### src/rtl/core/pcf_pkg.sv
// Shared types, codes and CRC step function for the PNG chunk framer.
// No dependencies; every other file of the block imports this package.
package pcf_pkg;

   localparam logic       KIND_START   = 1'b0;
   localparam logic       KIND_DATA    = 1'b1;
   localparam logic [31:0] CRC_POLY     = 32'hEDB8_8320;
   localparam logic [31:0] CRC_ALL_ONES = 32'hFFFF_FFFF;

   // Byte slots of one queued command, as walked by the back end.
   localparam int unsigned STEP_W = 4;
   localparam logic [STEP_W-1:0] STEP_LEN_FIRST  = 4'd0;
   localparam logic [STEP_W-1:0] STEP_TYPE_FIRST = 4'd4;
   localparam logic [STEP_W-1:0] STEP_BYTE_LAST  = 4'd7;
   localparam logic [STEP_W-1:0] STEP_CRC_LAST   = 4'd11;

   typedef struct packed {
      logic        kind;
      logic [31:0] chunk_type;
      logic [30:0] chunk_length;
      logic [7:0]  data_byte;
   } req_item_type;

   typedef struct packed {
      logic [7:0] out_byte;
      logic       run_end;
      logic       chunk_end;
   } rsp_item_type;

   // Classified work for the back end. For a payload byte, the byte rides
   // in word[7:0]; close says the CRC follows this command.
   typedef struct packed {
      logic        is_data;
      logic        close;
      logic [31:0] word;
      logic [30:0] length;
   } cmd_type;

   typedef struct packed {
      logic full;
      logic empty;
   } q_status_type;

   // One table step of the reflected CRC-32.
   function automatic logic [31:0] crc_table_entry(input logic [7:0] idx);
      logic [31:0] r;
      r = {24'd0, idx};
      for (int i = 0; i < 8; i++) begin
         r = r[0] ? ((r >> 1) ^ CRC_POLY) : (r >> 1);
      end
      return r;
   endfunction

   function automatic logic [31:0] crc_fold(input logic [31:0] crc, input logic [7:0] b);
      return crc_table_entry(crc[7:0] ^ b) ^ (crc >> 8);
   endfunction

endpackage

### src/rtl/core/pcf_front.sv
// Front end of the chunk framer: accepts items, tracks the open chunk,
// drops stray payload bytes and pushes commands. Depends on pcf_pkg.
module pcf_front import pcf_pkg::*; (
   input  logic         clock,
   input  logic         reset,
   input  logic         req_valid,
   output logic         req_stall,
   input  req_item_type req_item,
   input  q_status_type q_status,
   output logic         push,
   output cmd_type      push_cmd
);

   logic        open_ff, open_in;
   logic [30:0] left_ff, left_in;
   logic        accept;

   assign req_stall = q_status.full;
   assign accept    = req_valid && !q_status.full;

   always_comb begin
      open_in  = open_ff;
      left_in  = left_ff;
      push     = 1'b0;
      push_cmd = '0;
      if (accept) begin
         if (req_item.kind == KIND_START) begin
            push            = 1'b1;
            push_cmd.is_data = 1'b0;
            push_cmd.close  = (req_item.chunk_length == '0);
            push_cmd.word   = req_item.chunk_type;
            push_cmd.length = req_item.chunk_length;
            open_in         = (req_item.chunk_length != '0);
            left_in         = req_item.chunk_length;
         end else if (open_ff) begin
            push             = 1'b1;
            push_cmd.is_data = 1'b1;
            push_cmd.close   = (left_ff == 31'd1);
            push_cmd.word    = {24'd0, req_item.data_byte};
            left_in          = left_ff - 31'd1;
            open_in          = (left_ff != 31'd1);
         end
      end
   end

   always_ff @(posedge clock) begin
      if (reset) begin
         open_ff <= 1'b0;
         left_ff <= '0;
      end else begin
         open_ff <= open_in;
         left_ff <= left_in;
      end
   end

   a_open_has_bytes: assert property (@(posedge clock) disable iff (reset)
      open_ff |-> (left_ff != '0))
      else $error("open chunk with no bytes left");

   a_no_push_when_full: assert property (@(posedge clock) disable iff (reset)
      push |-> !q_status.full)
      else $error("command pushed into full queue");

   a_stray_byte_dropped: assert property (@(posedge clock) disable iff (reset)
      (accept && req_item.kind == KIND_DATA && !open_ff) |=> (open_ff == 1'b0))
      else $error("stray payload byte opened a chunk");

endmodule

### src/rtl/core/pcf_queue.sv
// Small command FIFO between front and back ends, head read combinationally.
// Depends on pcf_pkg for the command and status types.
module pcf_queue import pcf_pkg::*; #(
   parameter int unsigned DEPTH = 4
) (
   input  logic         clock,
   input  logic         reset,
   input  logic         push,
   input  cmd_type      push_cmd,
   input  logic         pop,
   output cmd_type      head,
   output q_status_type q_status
);

   localparam int unsigned PW = $clog2(DEPTH);
   localparam int unsigned CW = $clog2(DEPTH + 1);

   cmd_type         slot_ff [DEPTH];
   logic [PW-1:0]   wr_ptr_ff, wr_ptr_in;
   logic [PW-1:0]   rd_ptr_ff, rd_ptr_in;
   logic [CW-1:0]   count_ff, count_in;
   logic            do_pop;

   assign q_status.full  = (count_ff == CW'(DEPTH));
   assign q_status.empty = (count_ff == '0);
   assign head           = slot_ff[rd_ptr_ff];
   assign do_pop         = pop && !q_status.empty;

   always_comb begin
      wr_ptr_in = wr_ptr_ff;
      rd_ptr_in = rd_ptr_ff;
      count_in  = count_ff;
      if (push) begin
         wr_ptr_in = (wr_ptr_ff == PW'(DEPTH - 1)) ? '0 : PW'(wr_ptr_ff + 1'b1);
      end
      if (do_pop) begin
         rd_ptr_in = (rd_ptr_ff == PW'(DEPTH - 1)) ? '0 : PW'(rd_ptr_ff + 1'b1);
      end
      case ({push, do_pop})
         2'b10:   count_in = CW'(count_ff + 1'b1);
         2'b01:   count_in = CW'(count_ff - 1'b1);
         default: count_in = count_ff;
      endcase
   end

   always_ff @(posedge clock) begin
      if (reset) begin
         wr_ptr_ff <= '0;
         rd_ptr_ff <= '0;
         count_ff  <= '0;
      end else begin
         wr_ptr_ff <= wr_ptr_in;
         rd_ptr_ff <= rd_ptr_in;
         count_ff  <= count_in;
      end
   end

   always_ff @(posedge clock) begin
      if (push) begin
         slot_ff[wr_ptr_ff] <= push_cmd;
      end
   end

   a_count_bound: assert property (@(posedge clock) disable iff (reset)
      count_ff <= CW'(DEPTH))
      else $error("queue count out of range");

   a_pop_needs_data: assert property (@(posedge clock) disable iff (reset)
      pop |-> !q_status.empty)
      else $error("pop from empty queue");

   a_count_tracks: assert property (@(posedge clock) disable iff (reset)
      (push && !pop) |=> (count_ff == CW'($past(count_ff) + 1'b1)))
      else $error("count did not follow push");

endmodule

### src/rtl/core/pcf_back.sv
// Back end of the chunk framer: walks each queued command byte by byte,
// folds the CRC and feeds the output register. Depends on pcf_pkg.
module pcf_back import pcf_pkg::*; (
   input  logic         clock,
   input  logic         reset,
   input  cmd_type      head,
   input  q_status_type q_status,
   output logic         pop,
   output logic         rsp_valid,
   input  logic         rsp_stall,
   output rsp_item_type rsp_item
);

   logic              mid_ff, mid_in;
   logic [STEP_W-1:0] step_ff, step_in;
   logic [31:0]       crc_ff, crc_in;
   logic              rsp_valid_ff, rsp_valid_in;
   rsp_item_type      rsp_item_ff, rsp_item_in;

   logic              advance;
   logic              work;
   logic [STEP_W-1:0] cur_step;
   logic [STEP_W-1:0] last_step;
   logic [31:0]       len_word;
   logic [31:0]       crc_out;
   logic [31:0]       crc_base;
   logic [7:0]        cur_byte;

   assign advance   = !rsp_valid_ff || !rsp_stall;
   assign work      = advance && !q_status.empty;
   assign cur_step  = mid_ff ? step_ff : (head.is_data ? STEP_BYTE_LAST : STEP_LEN_FIRST);
   assign last_step = head.close ? STEP_CRC_LAST : STEP_BYTE_LAST;
   assign len_word  = {1'b0, head.length};
   assign crc_out   = crc_ff ^ CRC_ALL_ONES;
   // The type walk restarts from all ones, which also drops an abandoned chunk.
   assign crc_base  = (!head.is_data && cur_step == STEP_TYPE_FIRST) ? CRC_ALL_ONES : crc_ff;

   always_comb begin
      case (cur_step)
         4'd0:    cur_byte = len_word[31:24];
         4'd1:    cur_byte = len_word[23:16];
         4'd2:    cur_byte = len_word[15:8];
         4'd3:    cur_byte = len_word[7:0];
         4'd4:    cur_byte = head.word[31:24];
         4'd5:    cur_byte = head.word[23:16];
         4'd6:    cur_byte = head.word[15:8];
         4'd7:    cur_byte = head.word[7:0];
         4'd8:    cur_byte = crc_out[31:24];
         4'd9:    cur_byte = crc_out[23:16];
         4'd10:   cur_byte = crc_out[15:8];
         4'd11:   cur_byte = crc_out[7:0];
         default: cur_byte = '0;
      endcase
   end

   always_comb begin
      mid_in       = mid_ff;
      step_in      = step_ff;
      crc_in       = crc_ff;
      pop          = 1'b0;
      rsp_valid_in = rsp_valid_ff;
      rsp_item_in  = rsp_item_ff;
      if (advance) begin
         rsp_valid_in = work;
      end
      if (work) begin
         rsp_item_in.out_byte  = cur_byte;
         rsp_item_in.run_end   = (cur_step == last_step);
         rsp_item_in.chunk_end = (cur_step == STEP_CRC_LAST);
         if (cur_step >= STEP_TYPE_FIRST && cur_step <= STEP_BYTE_LAST) begin
            crc_in = crc_fold(crc_base, cur_byte);
         end
         if (cur_step == last_step) begin
            pop    = 1'b1;
            mid_in = 1'b0;
         end else begin
            mid_in  = 1'b1;
            step_in = STEP_W'(cur_step + 1'b1);
         end
      end
   end

   always_ff @(posedge clock) begin
      if (reset) begin
         mid_ff       <= 1'b0;
         step_ff      <= '0;
         crc_ff       <= CRC_ALL_ONES;
         rsp_valid_ff <= 1'b0;
      end else begin
         mid_ff       <= mid_in;
         step_ff      <= step_in;
         crc_ff       <= crc_in;
         rsp_valid_ff <= rsp_valid_in;
      end
   end

   always_ff @(posedge clock) begin
      rsp_item_ff <= rsp_item_in;
   end

   assign rsp_valid = rsp_valid_ff;
   assign rsp_item  = rsp_item_ff;

   a_mid_has_head: assert property (@(posedge clock) disable iff (reset)
      mid_ff |-> !q_status.empty)
      else $error("command in progress but queue empty");

   a_step_range: assert property (@(posedge clock) disable iff (reset)
      mid_ff |-> (step_ff <= STEP_CRC_LAST))
      else $error("step beyond CRC tail");

   a_chunk_end_closes_run: assert property (@(posedge clock) disable iff (reset)
      (rsp_valid_ff && rsp_item_ff.chunk_end) |-> rsp_item_ff.run_end)
      else $error("chunk end without run end");

   a_crc_holds_in_tail: assert property (@(posedge clock) disable iff (reset)
      (mid_ff && step_ff > STEP_BYTE_LAST) |=> $stable(crc_ff))
      else $error("CRC changed while its bytes go out");

endmodule

### src/rtl/core/png_chunk_framer_crc32.sv
// Top level of the PNG chunk framer with CRC-32.
// Depends on pcf_pkg, pcf_front, pcf_queue and pcf_back.
//
//   channel | ports                          | moves
//   --------+--------------------------------+----------------------------------
//   request | req_valid, req_stall, req_item | start (type, length) or one byte
//   result  | rsp_valid, rsp_stall, rsp_item | one framed byte plus end flags
//
// Output: a payload byte yields one framed byte, the last one also the CRC;
//   a start item yields length and type bytes, and the CRC for an empty chunk.
//   The back end's single byte emitter sends one byte per cycle while the result
//   side does not stall, with one table step of the CRC per type or payload byte.
// Reset: synchronous, clears the queue, the open-chunk state and rsp_valid.
// Stalls: the command queue lets the front keep accepting while the back end
//   or the result side waits; req_stall rises only when the queue is full.
module png_chunk_framer_crc32 import pcf_pkg::*; #(
   parameter int unsigned QUEUE_DEPTH = 4   // commands buffered, 2 or more
) (
   input  logic         clock,
   input  logic         reset,
   input  logic         req_valid,
   output logic         req_stall,
   input  req_item_type req_item,
   output logic         rsp_valid,
   input  logic         rsp_stall,
   output rsp_item_type rsp_item
);

   // front -> queue
   logic         push;
   cmd_type      push_cmd;
   // queue -> front/back
   q_status_type q_status;
   cmd_type      head;
   // back -> queue
   logic         pop;

   // Front: classifies items, keeps the open-chunk flag and the byte countdown,
   // drops payload bytes that arrive with no open chunk.
   pcf_front u_front (
      .clock     (clock),
      .reset     (reset),
      .req_valid (req_valid),
      .req_stall (req_stall),
      .req_item  (req_item),
      .q_status  (q_status),
      .push      (push),
      .push_cmd  (push_cmd)
   );

   pcf_queue #(
      .DEPTH (QUEUE_DEPTH)
   ) u_queue (
      .clock    (clock),
      .reset    (reset),
      .push     (push),
      .push_cmd (push_cmd),
      .pop      (pop),
      .head     (head),
      .q_status (q_status)
   );

   // Back: length, type, payload and CRC bytes into the output register, one per
   // cycle unless rsp_stall holds; the head command is popped with its last byte.
   pcf_back u_back (
      .clock     (clock),
      .reset     (reset),
      .head      (head),
      .q_status  (q_status),
      .pop       (pop),
      .rsp_valid (rsp_valid),
      .rsp_stall (rsp_stall),
      .rsp_item  (rsp_item)
   );

endmodule

### config.mk
export PLATFORM = sky130hd
export DESIGN_NAME = png_chunk_framer_crc32
export DESIGN_NICKNAME = d
export VERILOG_FILES = /design/src/rtl/core/pcf_pkg.sv /design/src/rtl/core/pcf_front.sv /design/src/rtl/core/pcf_queue.sv /design/src/rtl/core/pcf_back.sv /design/src/rtl/core/png_chunk_framer_crc32.sv
export SDC_FILE = /design/constraint.sdc
export NUM_CORES = 1
export LEC_CHECK = 0
export BUFFER_PORTS_ARGS = -buffer_cell sky130_fd_sc_hd__buf_4
export CORE_MARGIN = 4
export CORE_UTILIZATION = 45
export CTS_CLUSTER_DIAMETER = 100
export DETAILED_ROUTE_END_ITERATION = 8
export PLACE_DENSITY_LB_ADDON = 0.15
export SLEW_MARGIN = 10
export SYNTH_ARGS = -nofsm -noshare
export SYNTH_HDL_FRONTEND = slang
export SYNTH_SLANG_ARGS = --single-unit
### constraint.sdc
create_clock -name clock -period 6.6 [get_ports clock]
set_clock_uncertainty 0.05 [all_clocks]
set_input_delay 0.33 -clock clock [delete_from_list [all_inputs] [get_ports clock]]
set_output_delay 0.33 -clock clock [all_outputs]
set_load 0.03 [all_outputs]
; ---- Word-level counts from Yosys, hierarchy flattened
; Memory sizes are Yosys's and may differ from the RTL's. A register that Yosys moved wholly into a read port is not among the register bits.
; Index checks and enable logic that the tools add are counted.
[op_classes]
div = 0
addsub = 6
shift = 0
n_eq_ne = 20
bitwise_logic = 12
n_reduce_logical = 19
magnitude_cmp = 2
n_mux = 34
mul = 0
[op_table]
columns = op, n
row1 = $mux W32, 9
row2 = $not A13 Y14, 7
row3 = $pmux W8 S12, 1
row4 = $mux W31, 3
row5 = $mux W34, 2
row6 = $mux W65, 1
row7 = $not A32 Y32, 1
row8 = $xor A32 B24 Y32, 1
row9 = $eq A31 B1 Y1 const B, 1
row10 = $logic_not A31 Y1, 1
row11 = $ne A31 B1 Y1 const B, 1
row12 = $reduce_bool A31 Y1, 1
row13 = $sub A31 B1 Y31 const B, 1
row14 = $eq A4 B3 Y1 const B, 4
row15 = $eq A4 B4 Y1 const B, 4
row16 = $not A1 Y14, 1
row17 = $mux W1, 10
row18 = $eq A4 B2 Y1 const B, 2
row19 = $mux W2, 4
row20 = $mux W4, 2
row21 = $xor A8 B8 Y8, 1
row22 = $eq A2 B2 Y1 const B, 3
row23 = $pmux W3 S2, 1
row24 = $reduce_and A2 Y1, 3
row25 = 19 further kinds, 28
[totals]
register_bits = 87
mem_count = 1
ramBits = 260
wordCells = 106
latch_bits = 0
input_bits = 76
rom_bits = 0
[mem_list]
columns = memory, words, word_bits, read_ports, rd_ports_with_merged_regs, write_ports, line_no
row1 = u_queue.slot_ff, 4, 65, 1, 1, 1, pcf_queue.sv:18  ; cmd_type slot_ff [DEPTH];

; ---- Longest topological paths before layout
; Gate-level depths: netlist (run 1).
[depth]
word_depth = 23
mapped_depth = 17
depth_no_buf = 15

; ---- By module
; From an unflattened synthesis (run 1), not the netlist that was laid out.
[unflattened]
hier_cells = 1142
hier_area_um2 = 16019.1
[by_module_without_submodules]
columns = mod, n_inst, cells_per_inst, area_each_um2, seq_area_each_um2
row1 = pcf_queue, 1, 388, 9878.2, 7987.7
row2 = pcf_back, 1, 403, 3567.2, 1061.0
row3 = pcf_front, 1, 351, 2573.7, 640.6

; ---- Worst setup path after synthesis (run 1)
; No wires, ideal clock.
[synth_timing]
path_kind = reg2reg
from = register with a tool-made name
to = register u_back.crc_ff[7]
setup_ns = 0.134
t_required_ns = 6.416
path_stages_with_launch = 17
synth_period_minus_slack_ns = 4.156
setup_slack_ns = 2.444
t_arrival_ns = 3.972
cell_sequence = dfxtp_1 > buf_6 > buf_12 > mux2_2 > nor2_1 > a21oi_1 > ha_1 > clkbuf_1 > nand2_1 > o22ai_1 > or4_1 > a222oi_1 > xnor2_1 > xnor2_2 > xnor2_1 > xor2_1 > a21oi_1
[synth_rtl]
columns = item, line_no
row1 = to (signal assigned), pcf_back.sv:92  ; crc_ff <= crc_in;
row2 = to (decl), pcf_back.sv:16  ; logic [31:0] crc_ff, crc_in;

==> flow_metrics.tcl, run 1 <==
set metrics [dict create \
    grt_pass1_vias 10000 \
    firstDrtPassIters 5 \
    initial_core_util_pct 46.2 \
    p_switching_mw 1.57 \
    rsz0062_at_grt "no" \
    clk_path_buf_depth 3 \
    netSwitchingFraction_pct 27.5 \
    ys_top_cells_by_area "edfxtp_1 52%, dfxtp_1 10%, mux4_2 4.6%, mux2i_1 3.7%, xnor2_1 2.4%" \
    tritoncts "built" \
    port_buffers 87 \
    multi_input_area_mm2 0.00554 \
    total_power_mw 5.71 \
    design_area_mm2 0.0179 \
    syn_area_per_cell_um2 13.3 \
    leakage_nw 6.30 \
    maxCapViolations 0 \
    htree_levels 2 \
    combPwrFrac_pct 19.4 \
    overflow 0 \
    drc_errors 0 \
    crit_required_ns 6.94 \
    power.density_mw_per_mm2 320 \
    min-delay-start "rsp_stall" \
    max_freq_ghz 0.189 \
    post_cts_buffers 0 \
    synth_edf_count 270 \
    seq_area_frac_synth_pct 62.0 \
    root_buffer "clkbuf_16" \
    crit_fanout 41 \
    synth_top_area_share_pct 51.9 \
    arrival_ns 5.62 \
    ys_async_sr_fraction_pct 0 \
    status "completed" \
    synthFlopType "edfxtp_1" \
    endpoint_kind "register" \
    synthesis.nets 1268 \
    routed_wl_um 39200 \
    finalSetupTns_ns 0 \
    synthCells 1178 \
    pwr-share-clk_pct 36.0 \
    dpl-instance-area_mm2 0.0166 \
    slew_headroom_pct 23.3 \
    holdBufCountCts 0 \
    vias_per_cell 5.83 \
    drtIter0Drc 730 \
    vdd_drop_max_uv 220 \
    setup_viol 0 \
    finalNetCount 1342 \
    post-dp-hpwl_um 25800 \
    synth-seq-cells 349 \
    holdCritPathClass "primary input to register" \
    hold_viol_final 0 \
    synth_cell_types 62 \
    drv_slew 0 \
    ios 88 \
    yosysTopAreaCell "edfxtp_1" \
    route.detailed.wl_per_inst_um 22.7 \
    cts.repair.resized 0 \
    layout-drive-gt1-share_pct 16.6 \
    synth-warning-count 0 \
    synth_area_mm2 0.0156 \
    die_w_um 194 \
    grt_max_degree 74 \
    via_count 10100 \
    grt.total_usage_pct 20.4 \
    numCtsBuffers 38 \
    die_y_um 194 \
    synthMostInstantiatedCell "edfxtp_1" \
    pwr-share-seq_pct 44.5 \
    worst_pin_slew_ns 1.15 \
    diodes 0 \
    core_mm2 0.0339 \
    p_int_mw 4.14 \
    placementRows 67 \
    min_period_over_period_pct 80.0 \
    gp_congestion 0.891 \
    fillers 2918 \
    yosys-top-cells-count "270 x edfxtp_1, 95 x nor2_1, 79 x dfxtp_1" \
    period_minus_slack_ns 5.28 \
    antenna_found_initial 0 \
    ff_latch_area_mm2 0.00969 \
    crit_type "register to register" \
    ant_nets 0 \
    crit_path_start_kind "register" \
    grt_pass1_wl_um 60700 \
    area_growth_pct 14.3 \
    clk_pin_slew_ns 0.06 \
    clkLatencyLatePin_ns 0.54 \
    die_area_mm2 0.0378 \
    clock-sinks 349 \
]
==> metal layers <==
layer | up-vias | part of all wire (%) | global-route usage, %
met2 | 318 | 47 | 33.1
met5 | - | 0 | 0
met1 | 5016 | 45 | 29.1
met4 | 0 | 2.2 | 5.18
met3 | 62 | 5.5 | 3.27
li1 | 4687 | - | -
==> sequential cells by signal, indices dropped and copies added, names as in the netlist, named ones only <==
name / count
u_front.left_ff: 31
u_queue.rd_ptr_ff: 2
u_back.rsp_valid: 1
u_queue.count_ff: 3
u_back.step_ff: 4
u_front.open_ff: 1
u_back.rsp_item: 10
u_back.mid_ff: 1
u_queue.wr_ptr_ff: 2
u_queue.slot_ff: 260
u_back.crc_ff: 32
==> layout by cell type, fill, tap and decap left out, drive strengths merged, types with 7 or more instances in the layout <==
cell type	n
a211oi	21
a21oi	64
a22o	10
a22oi	18
and3	57
buf	103
clkbuf	48
clkinv	18
dfxtp	79
edfxtp	270
ha	13
inv	20
mux2i	58
mux4	40
nand2	67
nand2b	9
nand3	10
nor2	95
nor3	25
nor4	11
o211ai	15
o21ai	25
o22ai	54
or4	7
xnor2	47
xor2	24
==> area by class of cell <==
type | count | area share, %
Inverter | 22 | 0.462
Tap cell | 448 | 3.14
Multi-Input combinational cell | 738 | 31.0
Timing Repair Buffer | 103 | 4.33
Clock buffer | 48 | 5.65
Clock inverter | 22 | 1.14
Sequential cell | 349 | 54.3
==> final timing paths <==
kind,to,slack [ns],depth (start not counted)
setup / recovery,u_back.crc_ff[19],1.32,15
hold / removal,u_back.rsp_valid,0.02,3
setup reg to reg,u_back.crc_ff[19],1.32,15
hold reg to reg,u_back.rsp_valid,0.42,2
==> cells by family (layout without fill, tap and decap cells) <==
kind of cell               Yosys count  after routing  synth area share (%)
DFF                                349            349                  62.0
and+or+nand+nor                    315            315                  9.95
AOI/OAI and AO/OA                  237            237                  9.89
muxes                               99             99                  9.82
buffers and inverters               91            195                  2.71
xor gates and xnor gates            73             73                  4.47
adders and majority gates           14             14                  1.17
==> through the flow <==
step	worst slack, ns	cells	hold slack (ns)	utilization, %
finish	1.32	1730	0.0201	52.7
global route	0.948	1730	0.0215	52.7
CTS	1.27	1730	0.00325	52.7
detailed placement	1.31	1660	0.410	49.2
global placement	1.48	1660	0.410	49.2
floorplan	2.44	1178	0.396	-
==> power by group through the flow <==
stage	combinational (mW)	sequential, mW	clock, mW
finish	1.11	2.54	2.06
global route	1.21	2.55	2.20
CTS	1.11	2.54	2.10
detailed placement	1.11	2.59	0
global placement	1.10	2.59	0
floorplan	0.815	2.58	0
==> worst max-delay path: stages (launching register included) <==
cell and delay (ns):
dfxtp_4 0.76, mux2i_1 0.25, mux2_2 0.22, nor2_1 0.06
a21oi_1 0.25, inv_1 0.12, ha_1 0.45, nand2_1 0.33
o22ai_1 0.13, or4_1 0.56, a221o_1 0.36, xor2_1 0.61
xnor2_1 0.32, xnor2_1 0.36, and2_1 0.19, o311ai_2 0.10
Power figures use the tool's default switching activity.
==> run 2, diff against run 1 <==
==> constraint.sdc (replaced) <==
create_clock -name clock -period 5.4 [get_ports clock]
set_clock_uncertainty 0.05 [all_clocks]
set_input_delay 0.27 -clock clock [delete_from_list [all_inputs] [get_ports clock]]
set_output_delay 0.27 -clock clock [all_outputs]
set_load 0.03 [all_outputs]
==> run 2 against run 1 <==
Power increased by 23%; critical path type unchanged; via count increased by 0.36%; global-route usage rose by 0.24 points; highest routed layer is now met5; sequential power rose by 22%; first-iteration DRC count grew 8.1%; register-to-register slack got worse by 0.64 ns; utilization increased by 0.25 points; sequential share of layout area down 0.25 points.
==> flow_metrics.tcl, run 2 (same netlist as run 1, synthesis figures left out) <==
set metrics [dict create \
    status "completed" \
    path_cells "mux2i_1 -> mux2_2 -> nor2_1 -> a21oi_1 -> inv_1 -> ha_1 -> nand2b_1 -> o22ai_1 -> or4_1 -> a221o_1 -> xor2_1 -> xnor2_1 -> xnor2_1 -> and2_1 -> o311ai_2" \
    path_common_cell "xnor2_1" \
    firstDrtPassIters 5 \
    hold_viol_final 0 \
    clk_path_buf_depth 3 \
    clock-sinks 349 \
    vias_per_cell 5.83 \
    layout-drive-gt1-share_pct 17.2 \
    grt_pass1_vias 10000 \
    placementRows 67 \
    top_regs "u_queue.slot_ff x260, u_back.crc_ff x32, u_front.left_ff x31" \
    htree_levels 2 \
    mostFrequentLayoutCells "270 x edfxtp_1, 107 x buf_4, 95 x nor2_1, 77 x dfxtp_1, 67 x nand2_1" \
    min_period_over_period_pct 87.5 \
    route.detailed.wl_per_inst_um 22.9 \
    power.density_mw_per_mm2 390 \
    critPathMaxStageDelay_ns 0.57 \
    worst_pin_slew_ns 1.18 \
    initial_core_util_pct 46.2 \
    die_w_um 194 \
    clkLatencyLatePin_ns 0.52 \
    setup_viol 0 \
    worst-r2r-cell-count 15 \
    max_freq_ghz 0.212 \
    root_buffer "clkbuf_16" \
    area_growth_pct 14.8 \
    drv_slew 0 \
    crit_path_start_kind "register" \
    placedCellCount 1666 \
    finalNetCount 1349 \
    arrival_ns 5.05 \
    tritoncts "built" \
    finalSetupTns_ns 0 \
    maxCapViolations 0 \
    holdBufCountCts 1 \
    via_count 10100 \
    port_buffers 87 \
    crit_type "register to register" \
    antenna_found_initial 1 \
    grt.total_usage_pct 20.7 \
    die_area_mm2 0.0378 \
    routed_wl_um 39800 \
    crit_cells 15 \
    crit_required_ns 5.72 \
    numCtsBuffers 38 \
    vdd_drop_max_uv 213 \
    endpoint_kind "register" \
    gp_congestion 0.877 \
    drtIter0Drc 789 \
    crit_family "XOR/XNOR gates" \
    leakage_nw 6.35 \
    path_buf_inv 1 \
    hold_path_depth 3 \
    hold_ws_ns 0.0742 \
    final_core_util_pct 53.0 \
    ios 88 \
    post_cts_buffers 0 \
    total_power_mw 7.00 \
    ant_nets 0 \
    overflow 0 \
    crit_fanout 15 \
    die_y_um 194 \
    core_mm2 0.0339 \
    slew_headroom_pct 21.0 \
    rsz0062_at_grt "no" \
    largest_reg_flops 260 \
    max_flop_register "u_queue.slot_ff" \
    clk_pin_slew_ns 0.06 \
    drc_errors 0 \
    worst_path_max_delay_cell "xor2_1" \
    layout_commonest_cell "edfxtp_1" \
    cts.repair.resized 0 \
    grt_pass1_wl_um 61100 \
    holdCritPathClass "primary input to register" \
    fin_cells 1737 \
    period_minus_slack_ns 4.73 \
    post-dp-hpwl_um 26200 \
    grt_max_degree 91 \
]
## run 2: routing by layer
| metal | GRT usage, % | vias up | share of wire (%) |
|---|---|---|---|
| li1 | - | 4697 | - |
| met1 | 29.1 | 5067 | 44 |
| met2 | 33.9 | 288 | 48 |
| met3 | 3.29 | 65 | 5.3 |
| met4 | 5.16 | 2 | 2.3 |
| met5 | 0 | - | 0.045 |
## run 2: tightest hold or removal path, delay by kind of cell
| kind | cells | cell delay [ns] |
|---|---|---|
| AOI/OAI and AO/OA | 2 | 0.22 |
| buffers and inverters | 1 | 0.11 |
## run 2: worst paths after layout
check	start	to	slack, ns
worst max-delay path	register	u_back.crc_ff[19]	0.67
worst min-delay path	req_item[9]	u_front.left_ff[1]	0.07
worst max register to register	register	u_back.crc_ff[19]	0.67
worst min register to register	u_back.rsp_valid	u_back.rsp_valid	0.42
## run 2: area by class of cell
type                    instances  area (µm²)
well taps                     448         561
clock inverters                11         118
flip-flops and latches        349        9690
repair buffers                110         853
clock buffers                  58        1100
multi-input cells             738        5540
inverters                      22        82.6
fillers                      2942       15900
diodes                          1        2.50
## run 2: where the power goes
group	internal [mW]	switching, mW	total (mW)
clock network	1.50	1.03	2.53
registers	3.02	0.0851	3.10
logic	0.573	0.799	1.37
## run 2: stage by stage
stage / setup WS [ns] / cell area [µm²]
finish: 0.674 / 17900
global placement: 0.856 / 16700
global route: 0.311 / 17900
detailed placement: 0.707 / 16700
floorplan: 1.24 / 15600
CTS: 0.698 / 17900
==> run 3, diff against run 2 <==
--- a/config.mk
+++ b/config.mk
@@ -11,6 +11,7 @@
 export CTS_CLUSTER_DIAMETER = 100
 export DETAILED_ROUTE_END_ITERATION = 8
 export PLACE_DENSITY_LB_ADDON = 0.15
+export RECOVER_POWER = 25
 export SLEW_MARGIN = 10
 export SYNTH_ARGS = -nofsm -noshare
 export SYNTH_HDL_FRONTEND = slang
==> run 3 against run 2 <==
The flow now finishes with violations (capacitance limit, slew limit); global-route usage unchanged; hold slack improved by 0.00056 ns; via count down 0.33%; wire length is essentially flat; utilization fell by 0.16 points; fmax shrank 0.59%; critical endpoint unchanged; largest cell class unchanged; highest routed layer unchanged.
==> flow_metrics.tcl, run 3 (same netlist as run 1, synthesis figures left out) <==
set metrics [dict create \
    max_flop_register "u_queue.slot_ff" \
    p_switching_mw 1.91 \
    grt.total_usage_pct 20.7 \
    fillers 2955 \
    layout_commonest_cell "edfxtp_1" \
    endpoint_kind "register" \
    cts.repair.resized 0 \
    tritoncts "built" \
    hold_viol_final 0 \
    port_buffers 87 \
    finalSetupTns_ns 0 \
    status "complete, but fails checks" \
    largest_reg_flops 260 \
    routed_wl_um 39800 \
    ios 88 \
    clock-sinks 349 \
    vias_per_cell 5.81 \
    crit_path_start_kind "register" \
    initial_core_util_pct 46.2 \
    holdBufCountCts 1 \
    area_growth_pct 14.5 \
    worst_path_max_delay_cell "xor2_1" \
    pwr-share-seq_pct 44.4 \
    finalNetCount 1349 \
    rsz0062_at_grt "no" \
    clkLatencyLatePin_ns 0.52 \
    post_cts_buffers 0 \
    worst-r2r-cell-count 15 \
    hold_ws_ns 0.0748 \
    numCtsBuffers 38 \
    maxCapViolations 1 \
    vdd_drop_max_uv 212 \
    post-dp-hpwl_um 26200 \
    worst_pin_slew_ns 2.91 \
    placementRows 67 \
    holdCritPathClass "primary input to register" \
    power.density_mw_per_mm2 391 \
    netSwitchingFraction_pct 27.3 \
    top_regs "u_queue.slot_ff x260, u_back.crc_ff x32, u_front.left_ff x31" \
    crit_type "register to register" \
    met1_length_um 17600 \
    min_period_over_period_pct 88.0 \
    grt_pass1_wl_um 61100 \
    crit_fanout 15 \
    crit_path_end "u_back.crc_ff[19]" \
    leakage_nw 6.30 \
    gp_congestion 0.877 \
    period_minus_slack_ns 4.75 \
    via_count 10100 \
    wl_met2_um 19100 \
    violations "capacitance limit, slew limit" \
    path_cells "mux2i_1 -> mux2_2 -> nor2_1 -> a21oi_1 -> inv_1 -> ha_1 -> nand2_1 -> o22ai_1 -> or4_1 -> a221o_1 -> xor2_1 -> xnor2_1 -> xnor2_1 -> and2_1 -> o311ai_2" \
    mostFrequentLayoutCells "270 x edfxtp_1, 95 x nor2_1, 93 x buf_4, 77 x dfxtp_1, 67 x nand2_1" \
    clk_pin_slew_ns 0.06 \
    die_w_um 194 \
    p_int_mw 5.08 \
    reg2reg_to "u_back.crc_ff[19]" \
    total_power_mw 6.99 \
    overflow 0 \
    firstDrtPassIters 5 \
    drv_slew 66 \
    wl_met3_um 2140 \
    slew_headroom_pct -94.1 \
    drtIter0Drc 787 \
    r2r_slack_ns 0.65 \
    ant_nets 0 \
    path_common_cell "xnor2_1" \
    crit_required_ns 5.72 \
    grt_max_degree 91 \
    critPathMaxStageDelay_ns 0.57 \
    combPwrFrac_pct 19.5 \
    top_layer "met5" \
    max_freq_ghz 0.210 \
    antenna_found_initial 1 \
    pwr-share-clk_pct 36.2 \
    arrival_ns 5.08 \
    layout-drive-gt1-share_pct 16.1 \
    route.detailed.wl_per_inst_um 22.9 \
    grt_pass1_vias 10000 \
    root_buffer "clkbuf_16" \
    setup_viol 0 \
    clk_path_buf_depth 3 \
    drc_errors 0 \
    core_mm2 0.0339 \
    htree_levels 2 \
    die_area_mm2 0.0378 \
    die_y_um 194 \
]
run 3: cell count changes in the layout (fill, tap and decap cells not counted):
cell and delta:
buf_4 -14, clkbuf_1 +14
run 3: power groups by stage:
stage | sequential [mW] | combinational, mW | clock, mW
final | 3.10 | 1.36 | 2.53
after global routing | 3.11 | 1.49 | 2.70
after CTS | 3.10 | 1.37 | 2.58
after detailed placement | 3.16 | 1.37 | 0
after global placement | 3.16 | 1.36 | 0
after floorplan | 3.15 | 0.996 | 0
run 3: how the worst min path moves through the flow:
| stage | end | startpoint | slack (ns) | depth (start not counted) |
|---|---|---|---|---|
| 3_3_place_gp | u_back.rsp_valid | u_back.rsp_valid | 0.41 | 2 |
| 6_report | u_front.left_ff[1] | req_item[9] | 0.07 | 3 |
| 2_1_floorplan | u_back.rsp_valid | rsp_stall | 0.36 | 2 |
| 4_1_cts | u_front.left_ff[21] | req_item[29] | 0.06 | 3 |
| 3_5_place_dp | u_back.rsp_valid | u_back.rsp_valid | 0.41 | 2 |
| 5_1_grt | u_front.left_ff[1] | req_item[9] | 0.08 | 3 |
run 3: area by class of cell:
cell class,instances,area [µm²],area share [%]
antenna,1,2.50,0.0140
timing repair buffer,110,801,4.48
multi-input combinational,738,5540,30.9
sequential,349,9690,54.2
inverter,22,82.6,0.462
clock inverter,11,118,0.657
tap,448,561,3.13
clock buffer,58,1100,6.13
run 3: routing by layer:
metal  up-vias  track usage, %
met2       280            33.9
li1       4697               -
met5         -               0
met4         2            5.16
met1      5042            29.1
met3        65            3.29
run 3: through the flow:
stage          utilization, %  area, µm²  setup WS (ns)  std cells
6_report                 52.8      17900          0.646       1737
5_1_grt                  52.8      17900          0.311       1736
4_1_cts                  53.0      17900          0.698       1736
3_5_place_dp             49.4      16700          0.707       1666
3_3_place_gp             49.4      16700          0.856       1666
2_1_floorplan               -      15600           1.24       1178
run 3: critical path: cells and delay by family, from the launching register on:
kind                       cells  cell delay [ns]
AOI/OAI and AO/OA              4             0.81
xor gates and xnor gates       3             1.29
muxes                          2             0.40
adders and majority gates      1             0.48
DFF                            1             0.37
and+or+nand+nor                4             1.07
buffers and inverters          1             0.13
